**config.mk**
```make
export PLATFORM = sky130hd
export DESIGN_NAME = scancode_set1_to_ascii_unit
export DESIGN_NICKNAME = d
export VERILOG_FILES = /design/src/sv/sc1a_pkg.sv /design/src/sv/scancode_set1_to_ascii_unit.sv /design/src/sv/sc1a_front.sv /design/src/sv/sc1a_cmdq.sv /design/src/sv/sc1a_back.sv
export SDC_FILE = /design/constraint.sdc
export NUM_CORES = 1
export LEC_CHECK = 0
export ABC_AREA = 1
export BUFFER_PORTS_ARGS = -buffer_cell sky130_fd_sc_hd__buf_2
export CAP_MARGIN = 25
export CORE_MARGIN = 4
export CORE_UTILIZATION = 62
export CTS_BUF_LIST = sky130_fd_sc_hd__clkbuf_4 sky130_fd_sc_hd__clkbuf_8 sky130_fd_sc_hd__clkbuf_16
export DETAILED_ROUTE_END_ITERATION = 10
export GPL_TIMING_DRIVEN = 0
export PLACE_DENSITY = 0.87
export SKIP_LAST_GASP = 1
export SLEW_MARGIN = 40
export SYNTH_ARGS = -nofsm -noshare
export SYNTH_HDL_FRONTEND = slang
export SYNTH_HIERARCHICAL = 1
export SYNTH_SLANG_ARGS = --single-unit
```
**constraint.sdc**
```tcl
create_clock -name i_clk -period 3.1 [get_ports i_clk]
set_input_delay 0.31 -clock i_clk [delete_from_list [all_inputs] [get_ports i_clk]]
set_output_delay 0.31 -clock i_clk [all_outputs]
set_load 0.005 [all_outputs]
```
**src/sv/sc1a_pkg.sv**
```systemverilog
`timescale 1ns / 1ps
`default_nettype none

package sc1a_pkg;

    // Special scan codes (set 1)
    localparam logic [7:0] CODE_ACK        = 8'hFA;
    localparam logic [7:0] CODE_NUMLOCK    = 8'h45;
    localparam logic [7:0] CODE_NUMLOCK_UP = 8'hC5;
    localparam logic [7:0] CODE_LSHIFT     = 8'h2A;
    localparam logic [7:0] CODE_RSHIFT     = 8'h36;
    localparam logic [7:0] CODE_LSHIFT_UP  = 8'hAA;
    localparam logic [7:0] CODE_RSHIFT_UP  = 8'hB6;
    localparam logic [7:0] CODE_THREE      = 8'h04;
    localparam int         BREAK_BIT       = 7;

    // Output byte constants
    localparam logic [7:0] POUND_LEAD  = 8'hC2;
    localparam logic [7:0] POUND_TRAIL = 8'hA3;
    localparam logic [7:0] CHAR_NL     = 8'h0A;

    // Run lengths and the byte counter
    localparam int IDX_W      = 4;
    localparam int POUND_LEN  = 2;
    localparam int RUN_LEN    = 14;
    localparam int PREFIX_LEN = 11;

    // Default depth of the command queue
    localparam int CMDQ_DEPTH_DEF = 4;

    typedef enum logic [1:0] {
        K_CHAR,
        K_POUND,
        K_RUN
    } t_kind;

    // One classified command handed from front to back
    typedef struct packed {
        t_kind      kind;
        logic [7:0] data;   // character for K_CHAR, scan code for K_RUN
    } t_cmd;

    typedef struct packed {
        logic full;
        logic empty;
    } t_qstat;

    // Unshifted map, zero for unmapped codes
    function automatic logic [7:0] plain_char(input logic [6:0] code);
        logic [7:0] c;
        case (code)
            7'h02: c = "1";
            7'h03: c = "2";
            7'h04: c = "3";
            7'h05: c = "4";
            7'h06: c = "5";
            7'h07: c = "6";
            7'h08: c = "7";
            7'h09: c = "8";
            7'h0A: c = "9";
            7'h0B: c = "0";
            7'h10: c = "q";
            7'h11: c = "w";
            7'h12: c = "e";
            7'h13: c = "r";
            7'h14: c = "t";
            7'h15: c = "y";
            7'h16: c = "u";
            7'h17: c = "i";
            7'h18: c = "o";
            7'h19: c = "p";
            7'h1E: c = "a";
            7'h1F: c = "s";
            7'h20: c = "d";
            7'h21: c = "f";
            7'h22: c = "g";
            7'h23: c = "h";
            7'h24: c = "j";
            7'h25: c = "k";
            7'h26: c = "l";
            7'h2C: c = "z";
            7'h2D: c = "x";
            7'h2E: c = "c";
            7'h2F: c = "v";
            7'h30: c = "b";
            7'h31: c = "n";
            7'h32: c = "m";
            7'h33: c = ",";
            7'h34: c = ".";
            7'h35: c = "-";
            7'h1C: c = CHAR_NL;
            7'h39: c = " ";
            default: c = 8'h00;
        endcase
        return c;
    endfunction

    // Shifted map, zero for unmapped codes (shift-3 handled apart)
    function automatic logic [7:0] shift_char(input logic [6:0] code);
        logic [7:0] c;
        case (code)
            7'h02: c = "!";
            7'h03: c = 8'h22;
            7'h05: c = "$";
            7'h06: c = "%";
            7'h07: c = "^";
            7'h08: c = "&";
            7'h09: c = "*";
            7'h0A: c = "(";
            7'h0B: c = ")";
            7'h10: c = "Q";
            7'h11: c = "W";
            7'h12: c = "E";
            7'h13: c = "R";
            7'h14: c = "T";
            7'h15: c = "Y";
            7'h16: c = "U";
            7'h17: c = "I";
            7'h18: c = "O";
            7'h19: c = "P";
            7'h1E: c = "A";
            7'h1F: c = "S";
            7'h20: c = "D";
            7'h21: c = "F";
            7'h22: c = "G";
            7'h23: c = "H";
            7'h24: c = "J";
            7'h25: c = "K";
            7'h26: c = "L";
            7'h2C: c = "Z";
            7'h2D: c = "X";
            7'h2E: c = "C";
            7'h2F: c = "V";
            7'h30: c = "B";
            7'h31: c = "N";
            7'h32: c = "M";
            7'h33: c = "<";
            7'h34: c = ">";
            7'h35: c = "~";
            7'h1C: c = CHAR_NL;
            7'h39: c = " ";
            default: c = 8'h00;
        endcase
        return c;
    endfunction

    // "KEYBOARD 0x"
    function automatic logic [7:0] prefix_char(input logic [IDX_W-1:0] idx);
        logic [7:0] c;
        case (idx)
            4'd0:  c = "K";
            4'd1:  c = "E";
            4'd2:  c = "Y";
            4'd3:  c = "B";
            4'd4:  c = "O";
            4'd5:  c = "A";
            4'd6:  c = "R";
            4'd7:  c = "D";
            4'd8:  c = " ";
            4'd9:  c = "0";
            4'd10: c = "x";
            default: c = 8'h00;
        endcase
        return c;
    endfunction

    // Upper-case hex digit
    function automatic logic [7:0] hex_char(input logic [3:0] nib);
        logic [7:0] c;
        if (nib < 4'd10) begin
            c = 8'h30 + {4'h0, nib};
        end else begin
            c = 8'h37 + {4'h0, nib};
        end
        return c;
    endfunction

endpackage

`default_nettype wire

```
**src/sv/scancode_set1_to_ascii_unit.sv**
```systemverilog
// A code goes into the command queue, and its bytes then into the output register.
// Throughput: a code is taken every cycle while the command queue has room; the back end
// sends one byte per cycle while the output register is free, so a command yields 1
// (character), 2 (pound) or 14 (hex run) bytes, which sets the sustained rate.
// Reset (synchronous, active low): shift flag cleared, queue and output register emptied.
`timescale 1ns / 1ps
`default_nettype none

module scancode_set1_to_ascii_unit
    import sc1a_pkg::*;
#(
    parameter int CMDQ_DEPTH = CMDQ_DEPTH_DEF
) (
    input  wire logic       i_clk,
    input  wire logic       i_rst_n,
    input  wire logic       push,
    output      logic       full,
    input  wire logic [7:0] i_scan_code,
    output      logic       empty,
    input  wire logic       pop,
    output      logic [7:0] o_char_byte,
    output      logic       o_last_of_run
);

    logic   accept;
    logic   cmd_valid;
    t_cmd   cmd;
    t_cmd   head;
    t_qstat qstat;
    logic   q_rd;
    logic   shift_held;

    assign full   = qstat.full;
    assign accept = push && !qstat.full;

    // Front: classification and shift flag
    sc1a_front u_front (
        .i_clk        (i_clk),
        .i_rst_n      (i_rst_n),
        .i_accept     (accept),
        .i_scan_code  (i_scan_code),
        .o_cmd_valid  (cmd_valid),
        .o_cmd        (cmd),
        .o_shift_held (shift_held)
    );

    // Command queue between front and back
    sc1a_cmdq #(
        .DEPTH (CMDQ_DEPTH)
    ) u_cmdq (
        .i_clk   (i_clk),
        .i_rst_n (i_rst_n),
        .i_wr    (cmd_valid),
        .i_wdata (cmd),
        .i_rd    (q_rd),
        .o_head  (head),
        .o_qstat (qstat)
    );

    // Back: byte expansion and output register
    sc1a_back u_back (
        .i_clk         (i_clk),
        .i_rst_n       (i_rst_n),
        .i_head        (head),
        .i_qstat       (qstat),
        .o_rd          (q_rd),
        .i_pop         (pop),
        .o_empty       (empty),
        .o_char_byte   (o_char_byte),
        .o_last_of_run (o_last_of_run)
    );

`ifndef SYNTH
    // Queue can never be full and empty at once
    a_q_status: assert property (@(posedge i_clk) disable iff (!i_rst_n)
        !(qstat.full && qstat.empty))
        else $error("command queue full and empty together");

    // Shift make sets the flag
    a_shift_set: assert property (@(posedge i_clk) disable iff (!i_rst_n)
        (accept && (i_scan_code == CODE_LSHIFT || i_scan_code == CODE_RSHIFT))
        |=> shift_held)
        else $error("shift make did not set flag");

    // Shift break clears the flag
    a_shift_clr: assert property (@(posedge i_clk) disable iff (!i_rst_n)
        (accept && (i_scan_code == CODE_LSHIFT_UP || i_scan_code == CODE_RSHIFT_UP))
        |=> !shift_held)
        else $error("shift break did not clear flag");

    // Back end only retires a command that exists
    a_rd_nonempty: assert property (@(posedge i_clk) disable iff (!i_rst_n)
        q_rd |-> !qstat.empty)
        else $error("queue read while empty");
`endif

endmodule

`default_nettype wire

```
**src/sv/sc1a_front.sv**
```systemverilog
`timescale 1ns / 1ps
`default_nettype none

module sc1a_front
    import sc1a_pkg::*;
(
    input  wire logic       i_clk,
    input  wire logic       i_rst_n,
    input  wire logic       i_accept,
    input  wire logic [7:0] i_scan_code,
    output      logic       o_cmd_valid,
    output      t_cmd       o_cmd,
    output      logic       o_shift_held
);

    logic       r_shift;
    logic       n_shift;
    logic [7:0] ch;

    // Classify one scan code
    always_comb begin
        n_shift     = r_shift;
        o_cmd_valid = 1'b0;
        o_cmd.kind  = K_CHAR;
        o_cmd.data  = i_scan_code;
        ch = r_shift ? shift_char(i_scan_code[6:0]) : plain_char(i_scan_code[6:0]);
        if (i_scan_code == CODE_ACK || i_scan_code == CODE_NUMLOCK
                || i_scan_code == CODE_NUMLOCK_UP) begin
            // ignored
        end else if (i_scan_code == CODE_LSHIFT || i_scan_code == CODE_RSHIFT) begin
            n_shift = 1'b1;
        end else if (i_scan_code == CODE_LSHIFT_UP || i_scan_code == CODE_RSHIFT_UP) begin
            n_shift = 1'b0;
        end else if (i_scan_code[BREAK_BIT]) begin
            // other break codes give nothing
        end else if (r_shift && i_scan_code == CODE_THREE) begin
            o_cmd_valid = 1'b1;
            o_cmd.kind  = K_POUND;
        end else if (ch != 8'h00) begin
            o_cmd_valid = 1'b1;
            o_cmd.kind  = K_CHAR;
            o_cmd.data  = ch;
        end else begin
            o_cmd_valid = 1'b1;
            o_cmd.kind  = K_RUN;
        end
        if (!i_accept) begin
            n_shift     = r_shift;
            o_cmd_valid = 1'b0;
        end
    end

    // Shift flag
    always_ff @(posedge i_clk) begin
        if (!i_rst_n) begin
            r_shift <= 1'b0;
        end else begin
            r_shift <= n_shift;
        end
    end

    assign o_shift_held = r_shift;

endmodule

`default_nettype wire

```
**src/sv/sc1a_cmdq.sv**
```systemverilog
`timescale 1ns / 1ps
`default_nettype none

module sc1a_cmdq
    import sc1a_pkg::*;
#(
    parameter int DEPTH = CMDQ_DEPTH_DEF
) (
    input  wire logic   i_clk,
    input  wire logic   i_rst_n,
    input  wire logic   i_wr,
    input  wire t_cmd   i_wdata,
    input  wire logic   i_rd,
    output      t_cmd   o_head,
    output      t_qstat o_qstat
);

    localparam int PTR_W = $clog2(DEPTH);
    localparam int CNT_W = $clog2(DEPTH + 1);

    t_cmd             mem [DEPTH];
    logic [PTR_W-1:0] r_wptr;
    logic [PTR_W-1:0] r_rptr;
    logic [CNT_W-1:0] r_cnt;
    logic             do_wr;
    logic             do_rd;

    assign o_qstat.full  = (r_cnt == CNT_W'(DEPTH));
    assign o_qstat.empty = (r_cnt == '0);
    assign do_wr = i_wr && !o_qstat.full;
    assign do_rd = i_rd && !o_qstat.empty;
    assign o_head = mem[r_rptr];

    // Storage
    always_ff @(posedge i_clk) begin
        if (do_wr) begin
            mem[r_wptr] <= i_wdata;
        end
    end

    // Pointers and fill count
    always_ff @(posedge i_clk) begin
        if (!i_rst_n) begin
            r_wptr <= '0;
            r_rptr <= '0;
            r_cnt  <= '0;
        end else begin
            if (do_wr) begin
                r_wptr <= (r_wptr == PTR_W'(DEPTH - 1)) ? '0 : r_wptr + 1'b1;
            end
            if (do_rd) begin
                r_rptr <= (r_rptr == PTR_W'(DEPTH - 1)) ? '0 : r_rptr + 1'b1;
            end
            if (do_wr && !do_rd) begin
                r_cnt <= r_cnt + 1'b1;
            end else if (do_rd && !do_wr) begin
                r_cnt <= r_cnt - 1'b1;
            end
        end
    end

endmodule

`default_nettype wire

```
**src/sv/sc1a_back.sv**
```systemverilog
`timescale 1ns / 1ps
`default_nettype none

module sc1a_back
    import sc1a_pkg::*;
(
    input  wire logic       i_clk,
    input  wire logic       i_rst_n,
    input  wire t_cmd       i_head,
    input  wire t_qstat     i_qstat,
    output      logic       o_rd,
    input  wire logic       i_pop,
    output      logic       o_empty,
    output      logic [7:0] o_char_byte,
    output      logic       o_last_of_run
);

    logic [IDX_W-1:0] r_idx;
    logic             r_ov;
    logic [7:0]       r_byte;
    logic             r_last;
    logic             slot_free;
    logic             gen;
    logic [7:0]       g_byte;
    logic             g_last;

    // Byte for the queue head at the current position
    always_comb begin
        g_byte = 8'h00;
        g_last = 1'b0;
        case (i_head.kind)
            K_CHAR: begin
                g_byte = i_head.data;
                g_last = 1'b1;
            end
            K_POUND: begin
                g_byte = (r_idx == '0) ? POUND_LEAD : POUND_TRAIL;
                g_last = (r_idx == IDX_W'(POUND_LEN - 1));
            end
            K_RUN: begin
                if (r_idx < IDX_W'(PREFIX_LEN)) begin
                    g_byte = prefix_char(r_idx);
                end else if (r_idx == IDX_W'(PREFIX_LEN)) begin
                    g_byte = hex_char(i_head.data[7:4]);
                end else if (r_idx == IDX_W'(PREFIX_LEN + 1)) begin
                    g_byte = hex_char(i_head.data[3:0]);
                end else begin
                    g_byte = CHAR_NL;
                end
                g_last = (r_idx == IDX_W'(RUN_LEN - 1));
            end
            default: begin
                g_byte = 8'h00;
                g_last = 1'b1;
            end
        endcase
    end

    assign slot_free = !r_ov || i_pop;
    assign gen       = !i_qstat.empty && slot_free;
    assign o_rd      = gen && g_last;

    // Byte counter within the current command
    always_ff @(posedge i_clk) begin
        if (!i_rst_n) begin
            r_idx <= '0;
        end else if (gen) begin
            r_idx <= g_last ? '0 : r_idx + 1'b1;
        end
    end

    // Output register
    always_ff @(posedge i_clk) begin
        if (!i_rst_n) begin
            r_ov <= 1'b0;
        end else if (slot_free) begin
            r_ov <= gen;
        end
    end

    always_ff @(posedge i_clk) begin
        if (gen) begin
            r_byte <= g_byte;
            r_last <= g_last;
        end
    end

    assign o_empty       = !r_ov;
    assign o_char_byte   = r_byte;
    assign o_last_of_run = r_last;

endmodule

`default_nettype wire

```
After elaboration in Yosys (flattened, before gate mapping)
Memories as Yosys holds them, arrays and structs flattened. A register that Yosys moved wholly into a read port is not among the register bits.
Cells that the tools add are included.
- flip-flop bits (word level): 22
- RAM bits: 40
- memory bits (read-only): 1008
- input bits: 12
- output and inout port bits: 11
- word-level logic and storage cells: 104
- memories: 4
- memory list (memory ; depth ; width ; read ports ; clocked after memory_dff ; wr ports ; line ; RTL):
    (name not given) ; 64 ; 7 ; 1 ; 0 ; 0 ; sc1a_pkg.sv:101 ; case (code)
    (name not given) ; 64 ; 7 ; 1 ; 0 ; 0 ; sc1a_pkg.sv:51 ; case (code)
    (name not given) ; 16 ; 7 ; 1 ; 1 ; 0 ; sc1a_pkg.sv:150 ; case (idx)
    u_cmdq.mem ; 4 ; 10 ; 1 ; 1 ; 1 ; sc1a_cmdq.sv:21 ; t_cmd mem [DEPTH];
- add/subtract/negate cells: 9
- order comparisons: 3
- eq/ne operators: 17
- muxes and demuxes: 37
- bitwise logic cells: 1
- reductions and logical operators: 25
- operators with widths (operator ; count):
    $mux W8 ; 10
    $mux W10 ; 4
    $eq A8 B8 Y1 const B ; 4
    $add A6 B4 Y7 const A ; 4
    $pmux W8 S3 ; 1
    $eq A8 B6 Y1 const B ; 2
    $eq A4 B4 Y1 const B ; 3
    $lt A4 B4 Y1 const B ; 3
    $mux W2 ; 6
    $mux W4 ; 3
    $mux W1 ; 9
    $eq A8 B3 Y1 const B ; 1
    $eq A8 B7 Y1 const B ; 1
    $logic_and A1 B1 Y1 ; 8
    $reduce_bool A8 Y1 ; 1
    $mux W7 ; 1
    $eq A2 B2 Y1 const B ; 3
    $mux W3 ; 2
    $logic_not A1 Y1 ; 5
    $logic_or A1 B1 Y1 ; 5
    $add A2 B1 Y2 const B ; 2
    $add A4 B1 Y4 const B ; 1
    $eq A4 B1 Y1 const B ; 1
    $logic_not A4 Y1 ; 1
    other kinds (10) ; 11

Logic depth before layout (Yosys ltp)
Gate-level depths: netlist (run 1).
- depth after elaboration: 11
- gate-level depth with buffers: 23
- gate-level depth less buffers: 21

By module
Netlist (run 1), hierarchy kept.
- by module, submodules not included (module ; times used ; cells an instance ; area an instance (um^2) ; seq. area each (um^2)):
    sc1a_cmdq ; 1 ; 169 ; 1994.4 ; 1381.3
    sc1a_back ; 1 ; 199 ; 1456.4 ; 510.5
    sc1a_front ; 1 ; 250 ; 1209.9 ; 20.0
    scancode_set1_to_ascii_unit ; 1 ; 2 ; 10.0 ; 0.0

Worst setup path before layout (run 1)
No wires, ideal clock.
- path type: reg-to-reg
- from: register (tool-made name)
- to: register u_cmdq.r_cnt[2]
- library setup time: 110 ps
- data arrival time: 2626 ps
- required time: 2990 ps
- path slack: 364 ps
- cell stages (with the launch flop): 23
- path buffers: 2
- period minus slack after synthesis: 2736 ps
- path through: dfxtp_1 -> buf_2 -> o21ai_0 -> o22ai_1 -> inv_1 -> ha_1 -> buf_2 -> inv_1 -> o21ai_0 -> nand3_2 -> nand2_4 -> nand2_4 -> inv_1 -> nand2_2 -> ha_1 -> inv_1 -> fa_1 -> inv_1 -> nand2_1 -> nand3_1 -> nand2_1 -> inv_1 -> nor2_1
- RTL lines (item ; line ; RTL):
    end signal: assignment ; sc1a_cmdq.sv:55 ; r_cnt <= r_cnt + 1'b1;
    end signal: assignment ; sc1a_cmdq.sv:57 ; r_cnt <= r_cnt - 1'b1;
    end: declaration ; sc1a_cmdq.sv:24 ; logic [CNT_W-1:0] r_cnt;

==> results.py, run 1 <==
metrics = {
    "detailed_routing": {
        "via_per_inst": 5.72,
        "routedWlPerCell_um": 15.7,
        "dr_total_vias": 4333,
        "drcViolationCount": 0,
        "antenna_violating_nets_post_route": 0,
        "drt_iter0_markers": 466,
        "first_pass_iters": 9,
        "drt-total-wl_um": 11900,
    },
    "grt": {
        "gr-total-overflow": 0,
        "grt_util_all_layers_pct": 27.6,
        "grt_pass1_vias": 3992,
        "antenna_found_initial": 0,
        "grt_pass1_wl_um": 19000,
        "grt_max_degree": 16,
    },
    "yosys": {
        "synth_ff_type": "edfxtp_1",
        "ys_top_cells_by_area": "edfxtp_1, nand2_1, dfxtp_1",
        "synthArstFlopShare_pct": 0,
        "synth_edf_count": 49,
        "synth_fp_nets": 664,
        "synth_top_family_by_area": "simple AND/OR/NAND/NOR gates",
        "yosysTopAreaCell": "edfxtp_1",
        "postSynthCellCount": 620,
        "synth_compound_area_share_pct": 10.9,
        "synthSimpleGateAreaFrac_pct": 30.3,
        "synth_cell_types": 37,
        "synth_area_um2": 4670,
        "ys_top_cells_by_count": "nand2_1, inv_1, nor2_1",
        "synth_adder_area_share_pct": 8.73,
        "yosysSeqAreaShare_pct": 40.9,
        "syn_area_per_cell_um2": 7.53,
        "synth_top_area_share_pct": 31.5,
        "synth_mux_area_share_pct": 0,
        "synth_xor_area_share_pct": 0.375,
        "yosys_register_bits": 71,
        "yosysMostFrequentCell": "nand2_1",
        "ys_warn_count": 6,
    },
    "status": {
        "outcome": "finished, final reports clean",
    },
    "cts": {
        "clk_latency_ps": 350,
        "numCtsBuffers": 9,
        "clk_path_buf_depth": 2,
        "clk_pin_slew_ps": 70,
        "root_buffer": "clkbuf_8",
        "htree_num_levels": 3,
        "cts.sinks": 71,
        "cts_tree": "yes",
    },
    "timing": {
        "post-route-min-period_ps": 2920,
        "whs_ps": 298,
        "setup-violations-final": 0,
        "tightest_slew_ps": 666,
        "max_freq_ghz": 0.343,
        "post-route-period-util_pct": 94.1,
        "relSlewSlack_pct": 55.5,
        "fin_skew_ps": 10.6,
        "finalHoldViolations": 0,
        "finalMaxSlewViolations": 0,
        "worst_slack_ps": 184,
        "totalNegativeSetupSlack_ps": 0,
    },
    "power": {
        "p_comb_share_pct": 50.7,
        "switchingPower_mw": 1.97,
        "power.internal_mw": 2.56,
        "total_power_mw": 4.52,
        "clock_power_share_pct": 19.1,
        "total_leakage_power_nw": 2.45,
        "ir_worst_vdd_v": 0.000649,
        "p_seq_share_pct": 30.2,
        "sw_frac_of_total_pct": 43.5,
        "powerDensity_nw_per_um2": 867,
    },
    "setup_path": {
        "worstPathRequired_ps": 3340,
        "crit_chain": "inv_2, buf_4, o21ai_1, o22ai_2, inv_2, ha_1, clkbuf_4, inv_1, o21ai_1, nand3_2, nand2_4, nand2_8, inv_1, nand2_2, ha_2, inv_1, fa_1, o21ai_1, nor2_1",
        "critPathCaptureType": "register",
        "arrival_ps": 3150,
        "path_buf_inv": 7,
        "cp_slowest_stage_delay_ps": 420,
        "critPathMaxFanout": 10,
        "cp-start-kind": "register",
        "crit_type": "reg2reg",
        "crit_slowest_cell": "fa_1",
        "crit_family": "adder cells",
    },
    "final_layout": {
        "regArea_um2": 1920,
        "area_growth_pct": 11.7,
        "multi_input_area_um2": 2390,
        "antennaDiodeCount": 0,
        "drive_above_1_share_pct": 14.9,
        "nets": 698,
        "fillCellCount": 586,
        "finalInstanceArea_um2": 5220,
    },
    "floorplanning": {
        "ios": 23,
        "coreArea_um2": 7290,
        "fp.dieW_um": 94.8,
        "die-area_um2": 8990,
        "start_util_pct": 64.1,
        "rows": 31,
        "die_y_um": 94.8,
    },
    "worst_hold_path": {
        "hold_class": "in2reg",
    },
    "place": {
        "dp_hpwl_um": 8440,
        "port_buffers": 22,
        "gp_congestion": 0.971,
        "dpl_cell_area_um2": 4910,
        "pre_cts_ws_ps": -106,
    },
    "job": {
        "maxCapViolations": 0,
    },
}
## worst reg2reg max path, delay by kind of cell, from the launching register on
| kind | cells | cell delay (ps) |
|---|---|---|
| DFF | 1 | 370 |
| and+or+nand+nor | 5 | 450 |
| adders and majority gates | 3 | 750 |
| buffers and inverters | 7 | 700 |
| AOI/OAI and AO/OA | 4 | 540 |
## stage by stage
stage | util (%) | instances
after detailed placement | 67.4 | 741
after CTS | 70.9 | 757
final | 71.6 | 758
after global routing | 71.6 | 758
after floorplan | - | 620
after global placement | 67.3 | 741
## worst paths after layout
check,start,to,slack (ps),depth (start not counted)
worst max-delay path,register,u_cmdq/r_cnt[1]$_SDFFE_PN0P_,180,19
worst min-delay path,pop,u_back/r_ov$_SDFFE_PN0N_,300,4
worst max register to register,register,u_cmdq/r_cnt[1]$_SDFFE_PN0P_,180,19
worst min register to register,u_cmdq/r_rptr[1]$_SDFFE_PN0P_,register,550,4
## routing by layer
layer,routed length (um),vias up,global-route usage (%)
li1,-,2087,-
met1,4790,1961,37.7
met2,5680,265,44.7
met3,1240,20,6.29
met4,162,0,6.49
met5,0,-,0
## placed cells by master (no fill, tap or decap), drive strengths merged, types with 10 or more instances in the layout
| master | count |
|---|---|
| clkbuf | 15 |
| a21oi | 24 |
| nor2 | 84 |
| ha | 31 |
| nand2 | 173 |
| o21ai | 49 |
| buf | 36 |
| dfxtp | 22 |
| nand3 | 47 |
| nand4 | 10 |
| o22ai | 10 |
| edfxtp | 49 |
| inv | 86 |
## final cells by class
| type | count | area share (%) |
|---|---|---|
| multi-input combinational | 448 | 45.7 |
| sequential | 71 | 36.7 |
| inverter | 86 | 6.19 |
| clock buffer | 13 | 3.74 |
| tap | 99 | 2.37 |
| timing repair buffer | 23 | 2.25 |
| buffer | 15 | 2.16 |
| clock inverter | 3 | 0.839 |
## cells by family (layout without fill, tap and decap cells)
logic type / Yosys count / in the layout
and+or+nand+nor: 321 / 321
DFF: 71 / 71
buffers and inverters: 101 / 140
adders and majority gates: 32 / 32
AOI/OAI and AO/OA: 93 / 93
xor gates and xnor gates: 2 / 2
## power by group through the flow
stage / logic [mW] / registers, mW / clock network, mW
2_1_floorplan: 1.52 / 1.37 / 0
6_report: 2.29 / 1.37 / 0.862
3_3_place_gp: 1.97 / 1.37 / 0
4_1_cts: 2.15 / 1.36 / 0.866
3_5_place_dp: 2.09 / 1.38 / 0
5_1_grt: 2.56 / 1.38 / 0.914
## repair_timing
item                                    4_1_cts  5_1_grt
endpoints found under the setup margin        3        6
gates resized for setup                       5       23
buffers inserted                              0        1
pin swaps                                     0        2
hold buffers                                  0        0
No activity file was read; power rests on OpenSTA's default activity.
==> run 2, diff against run 1 <==
- CORE_UTILIZATION: 62 -> 45
- PLACE_DENSITY: 0.87 -> 0.69
==> run 2 against run 1 <==
Utilization shrank 19 points. First-iteration DRC count shrank 30%. Total power shrank 2.6%. Wire length shrank 3.7%. Critical path depth shrank 2. Setup slack gained 5.6 ps. Via count shrank 4.2%. Sequential power is essentially flat. Clock skew grew 0.68 ps. Critical path type unchanged.
==> results.py, run 2 (synthesis results as in run 1) <==
metrics = {
    "status": {
        "outcome": "finished, final reports clean",
    },
    "setup_path": {
        "cp-start-kind": "register",
        "critPathMaxFanout": 10,
        "worstPathRequired_ps": 3340,
        "arrival_ps": 3150,
        "critPathCaptureType": "register",
        "reg2regPathDepth": 17,
        "crit_type": "reg2reg",
    },
    "cts": {
        "clk_path_buf_depth": 2,
        "root_buffer": "clkbuf_8",
        "numCtsBuffers": 9,
        "clk_pin_slew_ps": 70,
        "cts.sinks": 71,
        "clk_latency_ps": 350,
        "htree_num_levels": 3,
        "hold_buffers": 0,
        "cts_tree": "yes",
    },
    "final_layout": {
        "drive_above_1_share_pct": 14.9,
        "finalInstanceArea_um2": 5250,
        "fillCellCount": 953,
        "regArea_um2": 1920,
        "area_growth_pct": 12.3,
        "nets": 698,
        "antennaDiodeCount": 0,
        "multi_input_area_um2": 2390,
        "final_common_cell": "nand2_1",
        "final_cell_mix": "nand2_1, inv_1, nor2_1",
    },
    "power": {
        "p_comb_share_pct": 50.7,
        "sw_frac_of_total_pct": 43.1,
        "power.internal_mw": 2.51,
        "ir_worst_vdd_v": 0.000528,
        "p_seq_share_pct": 31.0,
        "switchingPower_mw": 1.90,
        "clock_power_share_pct": 18.3,
        "powerDensity_nw_per_um2": 840,
        "total_leakage_power_nw": 2.44,
        "total_power_mw": 4.40,
    },
    "detailed_routing": {
        "first_pass_iters": 5,
        "drcViolationCount": 0,
        "antenna_violating_nets_post_route": 0,
        "via_per_inst": 5.24,
        "dr_total_vias": 4149,
        "drt_iter0_markers": 324,
        "drt-total-wl_um": 11400,
        "routedWlPerCell_um": 14.4,
    },
    "timing": {
        "post-route-period-util_pct": 93.9,
        "tightest_slew_ps": 665,
        "finalMaxSlewViolations": 0,
        "finalHoldViolations": 0,
        "fin_skew_ps": 11.3,
        "relSlewSlack_pct": 55.6,
        "grt_setup_unrepaired": "no",
        "setup-violations-final": 0,
        "post-route-min-period_ps": 2910,
        "max_freq_ghz": 0.344,
    },
    "floorplanning": {
        "ios": 23,
        "die-area_um2": 12100,
        "die_y_um": 110,
        "start_util_pct": 46.9,
        "coreArea_um2": 9950,
        "rows": 36,
        "fp.dieW_um": 110,
    },
    "worst_hold_path": {
        "hold_class": "in2reg",
        "holdPathStages": 4,
    },
    "grt": {
        "met1_usage_pct": 27.8,
        "grt_max_degree": 16,
        "grt_pass1_vias": 3889,
        "grt_pass1_wl_um": 19100,
        "gr-total-overflow": 0,
        "grt_busiest_layer": "met2",
        "met2_usage_pct": 32.7,
        "antenna_found_initial": 0,
        "grt_util_all_layers_pct": 20.2,
        "grt_use_met3_pct": 4.05,
    },
    "job": {
        "maxCapViolations": 0,
    },
    "place": {
        "dpl_cell_area_um2": 4960,
        "port_buffers": 22,
        "gp_congestion": 0.990,
        "dp_hpwl_um": 8340,
    },
}
-- run 2: cell count changes in the layout (fill, tap and decap cells not counted), sizes merged --
cell    previous run  this run
clkbuf            15        11
clkinv             2         4
bufinv             1         2
inv               86        87
-- run 2: worst paths after layout --
check | startpoint | to | slack, ps
setup reg to reg | register | u_cmdq/r_cnt[1]$_SDFFE_PN0P_ | 190
hold / removal | pop | u_back/r_ov$_SDFFE_PN0N_ | 290
hold reg to reg | u_back/r_ov$_SDFFE_PN0N_ | u_back/r_ov$_SDFFE_PN0N_ | 550
setup / recovery | register | u_cmdq/r_cnt[1]$_SDFFE_PN0P_ | 190
-- run 2: routing by layer --
metal  wire, um  share of wire [%]
met1       5100                 45
met2       5450                 48
met3        778                6.8
met4         99               0.87
met5          0                  0
-- run 2: worst max-delay path, cell delays in order, from the launching register on --
cell,delay (ps)
dfxtp_4,360
buf_6,140
o21ai_0,250
o22ai_2,180
inv_2,130
ha_4,200
inv_1,40
o21ai_0,90
nand3_2,120
nand2_4,100
nand2_4,80
inv_1,100
nand2_2,70
ha_2,180
inv_1,90
fa_1,410
o21ai_0,200
nor2_1,60
-- run 2: repair_timing --
item | 4_1_cts | 5_1_grt
pin swaps | 0 | 2
cloned | 0 | 0
resized for setup | 7 | 14
buffers inserted | 0 | 2
setup endpoints to repair | 3 | 4
-- run 2: stage by stage --
step / hold slack [ps] / utilization [%] / setup WS [ps] / TNS [ps] / instances
after floorplan: 430 / - / 364 / 0 / 620
after global placement: 521 / 49.7 / 8.71 / 0 / 775
after detailed placement: 536 / 49.8 / -132 / -317 / 775
after CTS: 278 / 52.2 / 4.23 / 0 / 791
after global routing: 295 / 52.7 / 37.8 / 0 / 792
final: 293 / 52.7 / 189 / 0 / 792
-- run 2: layout make-up --
cell class,count,area share (%)
Timing Repair Buffer,24,2.39
Multi-Input combinational cell,448,45.6
Tap cell,133,3.17
Sequential cell,71,36.5
Inverter,86,6.15
Clock inverter,7,1.81
Buffer,14,2.00
Clock buffer,9,2.36
-- run 2: power groups by stage --
stage | clock network [mW] | registers, mW | logic, mW
final | 0.808 | 1.36 | 2.23
after global routing | 0.882 | 1.39 | 2.51
after global placement | 0 | 1.37 | 2.00
after CTS | 0.833 | 1.36 | 2.13
after floorplan | 0 | 1.37 | 1.52
after detailed placement | 0 | 1.38 | 2.08
==> run 3, diff against run 2 <==
- ABC_AREA: 1 -> default
==> run 3 against run 2 <==
Clock power shrank 4.2%. Worst hold slack got worse by 85 ps. Utilization rose by 0.70 points. Setup slack worse by 120 ps. Sequential cell count unchanged. Count of clock-buffer cells in the layout grew 2. First-iteration DRC count shrank 5.6%. Cell area increased by 1.3%. Die area is 0.27% higher. Via count down 8.9%. Final cell count fell by 18%. Critical path type unchanged. Highest routed layer unchanged.
==> results.py, run 3 <==
metrics = {
    "status": {
        "outcome": "finished, final reports clean",
    },
    "yosys": {
        "yosysSeqAreaShare_pct": 40.8,
        "ys_top_cells_by_count": "nand2_1, edfxtp_1, ha_1",
        "yosys_register_bits": 71,
        "synth_xor_area_share_pct": 1.12,
        "synth_compound_area_share_pct": 18.6,
        "synth_adder_area_share_pct": 8.71,
        "synth_cell_types": 74,
        "synth_mux_area_share_pct": 6.92,
        "synth_area_um2": 4680,
        "synth_fp_nets": 514,
        "synth_ff_type": "edfxtp_1",
        "yosysMostFrequentCell": "nand2_1",
        "synth_top_area_share_pct": 31.4,
        "synthArstFlopShare_pct": 0,
        "ys_top_cells_by_area": "edfxtp_1, dfxtp_1, ha_1",
        "ys_warn_count": 6,
        "postSynthCellCount": 470,
        "synthSimpleGateAreaFrac_pct": 17.9,
        "yosysTopAreaCell": "edfxtp_1",
        "synth_edf_count": 49,
        "syn_area_per_cell_um2": 9.97,
        "synth_top_family_by_area": "compound AO/OA/AOI/OAI gates",
    },
    "worst_hold_path": {
        "hold_class": "in2reg",
        "min_from": "i_scan_code[7]",
        "holdPathStages": 2,
        "worstHoldEndpoint": "u_front/o_shift_held$_SDFFE_PN0P_",
    },
    "grt": {
        "grt_pass1_wl_um": 18100,
        "gr-total-overflow": 0,
        "grt_util_all_layers_pct": 19.3,
        "grt_pass1_vias": 3593,
        "grt_max_degree": 15,
        "antenna_found_initial": 0,
    },
    "place": {
        "port_buffers": 20,
        "gp_congestion": 0.991,
        "placedCellCount": 623,
        "dp_hpwl_um": 8070,
        "dpl_cell_area_um2": 4980,
    },
    "final_layout": {
        "fillCellCount": 864,
        "fin_cells": 649,
        "final_common_cell": "nand2_1",
        "area_growth_pct": 13.5,
        "finalInstanceArea_um2": 5320,
        "nets": 555,
        "antennaDiodeCount": 0,
        "final_cell_mix": "nand2_1, edfxtp_1, ha_1",
        "drive_above_1_share_pct": 20.9,
    },
    "detailed_routing": {
        "drcViolationCount": 0,
        "drt-total-wl_um": 11200,
        "antenna_violating_nets_post_route": 0,
        "first_pass_iters": 6,
        "routedWlPerCell_um": 17.2,
        "via_per_inst": 5.82,
        "drt_iter0_markers": 306,
        "dr_total_vias": 3779,
    },
    "cts": {
        "clk_latency_ps": 340,
        "numCtsBuffers": 9,
        "hold_buffers": 0,
        "clk_path_buf_depth": 2,
        "htree_num_levels": 3,
        "root_buffer": "clkbuf_8",
        "cts.sinks": 71,
        "cts_tree": "yes",
        "clk_pin_slew_ps": 90,
    },
    "timing": {
        "post-route-min-period_ps": 3030,
        "max_freq_ghz": 0.330,
        "setup-violations-final": 0,
        "finalHoldViolations": 0,
        "fin_skew_ps": 16.9,
        "relSlewSlack_pct": 63.0,
        "tightest_slew_ps": 553,
        "grt_setup_unrepaired": "yes",
        "finalMaxSlewViolations": 0,
        "post-route-period-util_pct": 97.8,
    },
    "setup_path": {
        "arrival_ps": 3310,
        "crit_type": "reg2reg",
        "r2r_setup_slack_ps": 70,
        "worstPathRequired_ps": 3380,
        "critPathMaxFanout": 5,
        "critPathCaptureType": "register",
        "cp-start-kind": "register",
        "reg2regPathDepth": 12,
        "r2r_end": "u_cmdq/r_cnt[2]$_SDFFE_PN0P_",
    },
    "floorplanning": {
        "fp.dieW_um": 110,
        "die-area_um2": 12100,
        "ios": 23,
        "start_util_pct": 47.1,
        "rows": 36,
        "die_y_um": 110,
        "coreArea_um2": 9950,
    },
    "power": {
        "total_leakage_power_nw": 2.01,
        "powerDensity_nw_per_um2": 622,
        "ir_worst_vdd_v": 0.000292,
        "total_power_mw": 3.31,
    },
    "job": {
        "maxCapViolations": 0,
    },
}
-- run 3: final cells by class --
| cell class | count | area (um2) | share of cell area (%) |
|---|---|---|---|
| clock buffers | 11 | 174 | 3.27 |
| clock inverters | 5 | 41.3 | 0.777 |
| plain buffers | 29 | 184 | 3.46 |
| repair buffers | 32 | 190 | 3.58 |
| flip-flops and latches | 71 | 1920 | 36.1 |
| inverters | 24 | 97.6 | 1.84 |
| multi-input cells | 344 | 2540 | 47.9 |
| well taps | 133 | 166 | 3.13 |
-- run 3: worst max-delay path: stages, from the launching register on --
cell      delay [ps]
dfxtp_4          390
mux4_2           560
ha_4             200
or4b_4           530
nand3_4          100
and2_4           160
o31ai_4           70
ha_2             210
inv_2             60
fa_2             190
xor2_1            60
or3_1            300
a21boi_1         130
-- run 3: kinds of logic after synthesis --
logic type / count (synthesis)
DFF: 71
and+or+nand+nor: 160
adders and majority gates: 32
muxes: 19
AOI/OAI and AO/OA: 127
buffers and inverters: 55
xor gates and xnor gates: 6
-- run 3: per-layer routing --
metal	vias to the layer above	global-route usage (%)	wire, um	part of all wire [%]
met4	0	8.64	229	2.1
met5	-	0	0	0
li1	1811	-	-	-
met2	173	31.0	5390	48
met3	26	3.55	714	6.4
met1	1769	25.5	4820	43
-- run 3: through the flow --
stage                     utilization (%)  hold WS (ps)  TNS, ps  worst slack (ps)
after floorplan                         -           414        0              32.9
final                                53.4           208        0              68.5
after CTS                            53.0           189    -17.6             -17.6
after global placement               50.0           480    -8430              -378
after detailed placement             50.0           507   -11040              -497
after global routing                 53.4           217    -18.5             -18.5
-- run 3: what timing repair did --
item | CTS | global route
gates resized for setup | 10 | 7
setup buffers | 8 | 4
endpoints found under the setup margin | 20 | 30
pin swaps | 1 | 6
-- run 3: worst max path at each step --
stage              from                           end  depth (start not counted)
2_1_floorplan  register  u_cmdq/r_cnt[2]$_SDFFE_PN0P_                         14
3_3_place_gp   register  u_cmdq/r_cnt[2]$_SDFFE_PN0P_                         14
3_5_place_dp   register  u_cmdq/r_cnt[2]$_SDFFE_PN0P_                         14
4_1_cts        register  u_cmdq/r_cnt[2]$_SDFFE_PN0P_                         13
5_1_grt        register  u_cmdq/r_cnt[2]$_SDFFE_PN0P_                         12
6_report       register  u_cmdq/r_cnt[2]$_SDFFE_PN0P_                         12
-- run 3: power by group --
part / switching (mW) / total [mW] / internal [mW]
clock: 0.374 / 0.774 / 0.401
combinational: 0.688 / 1.24 / 0.555
sequential: 0.0801 / 1.29 / 1.21
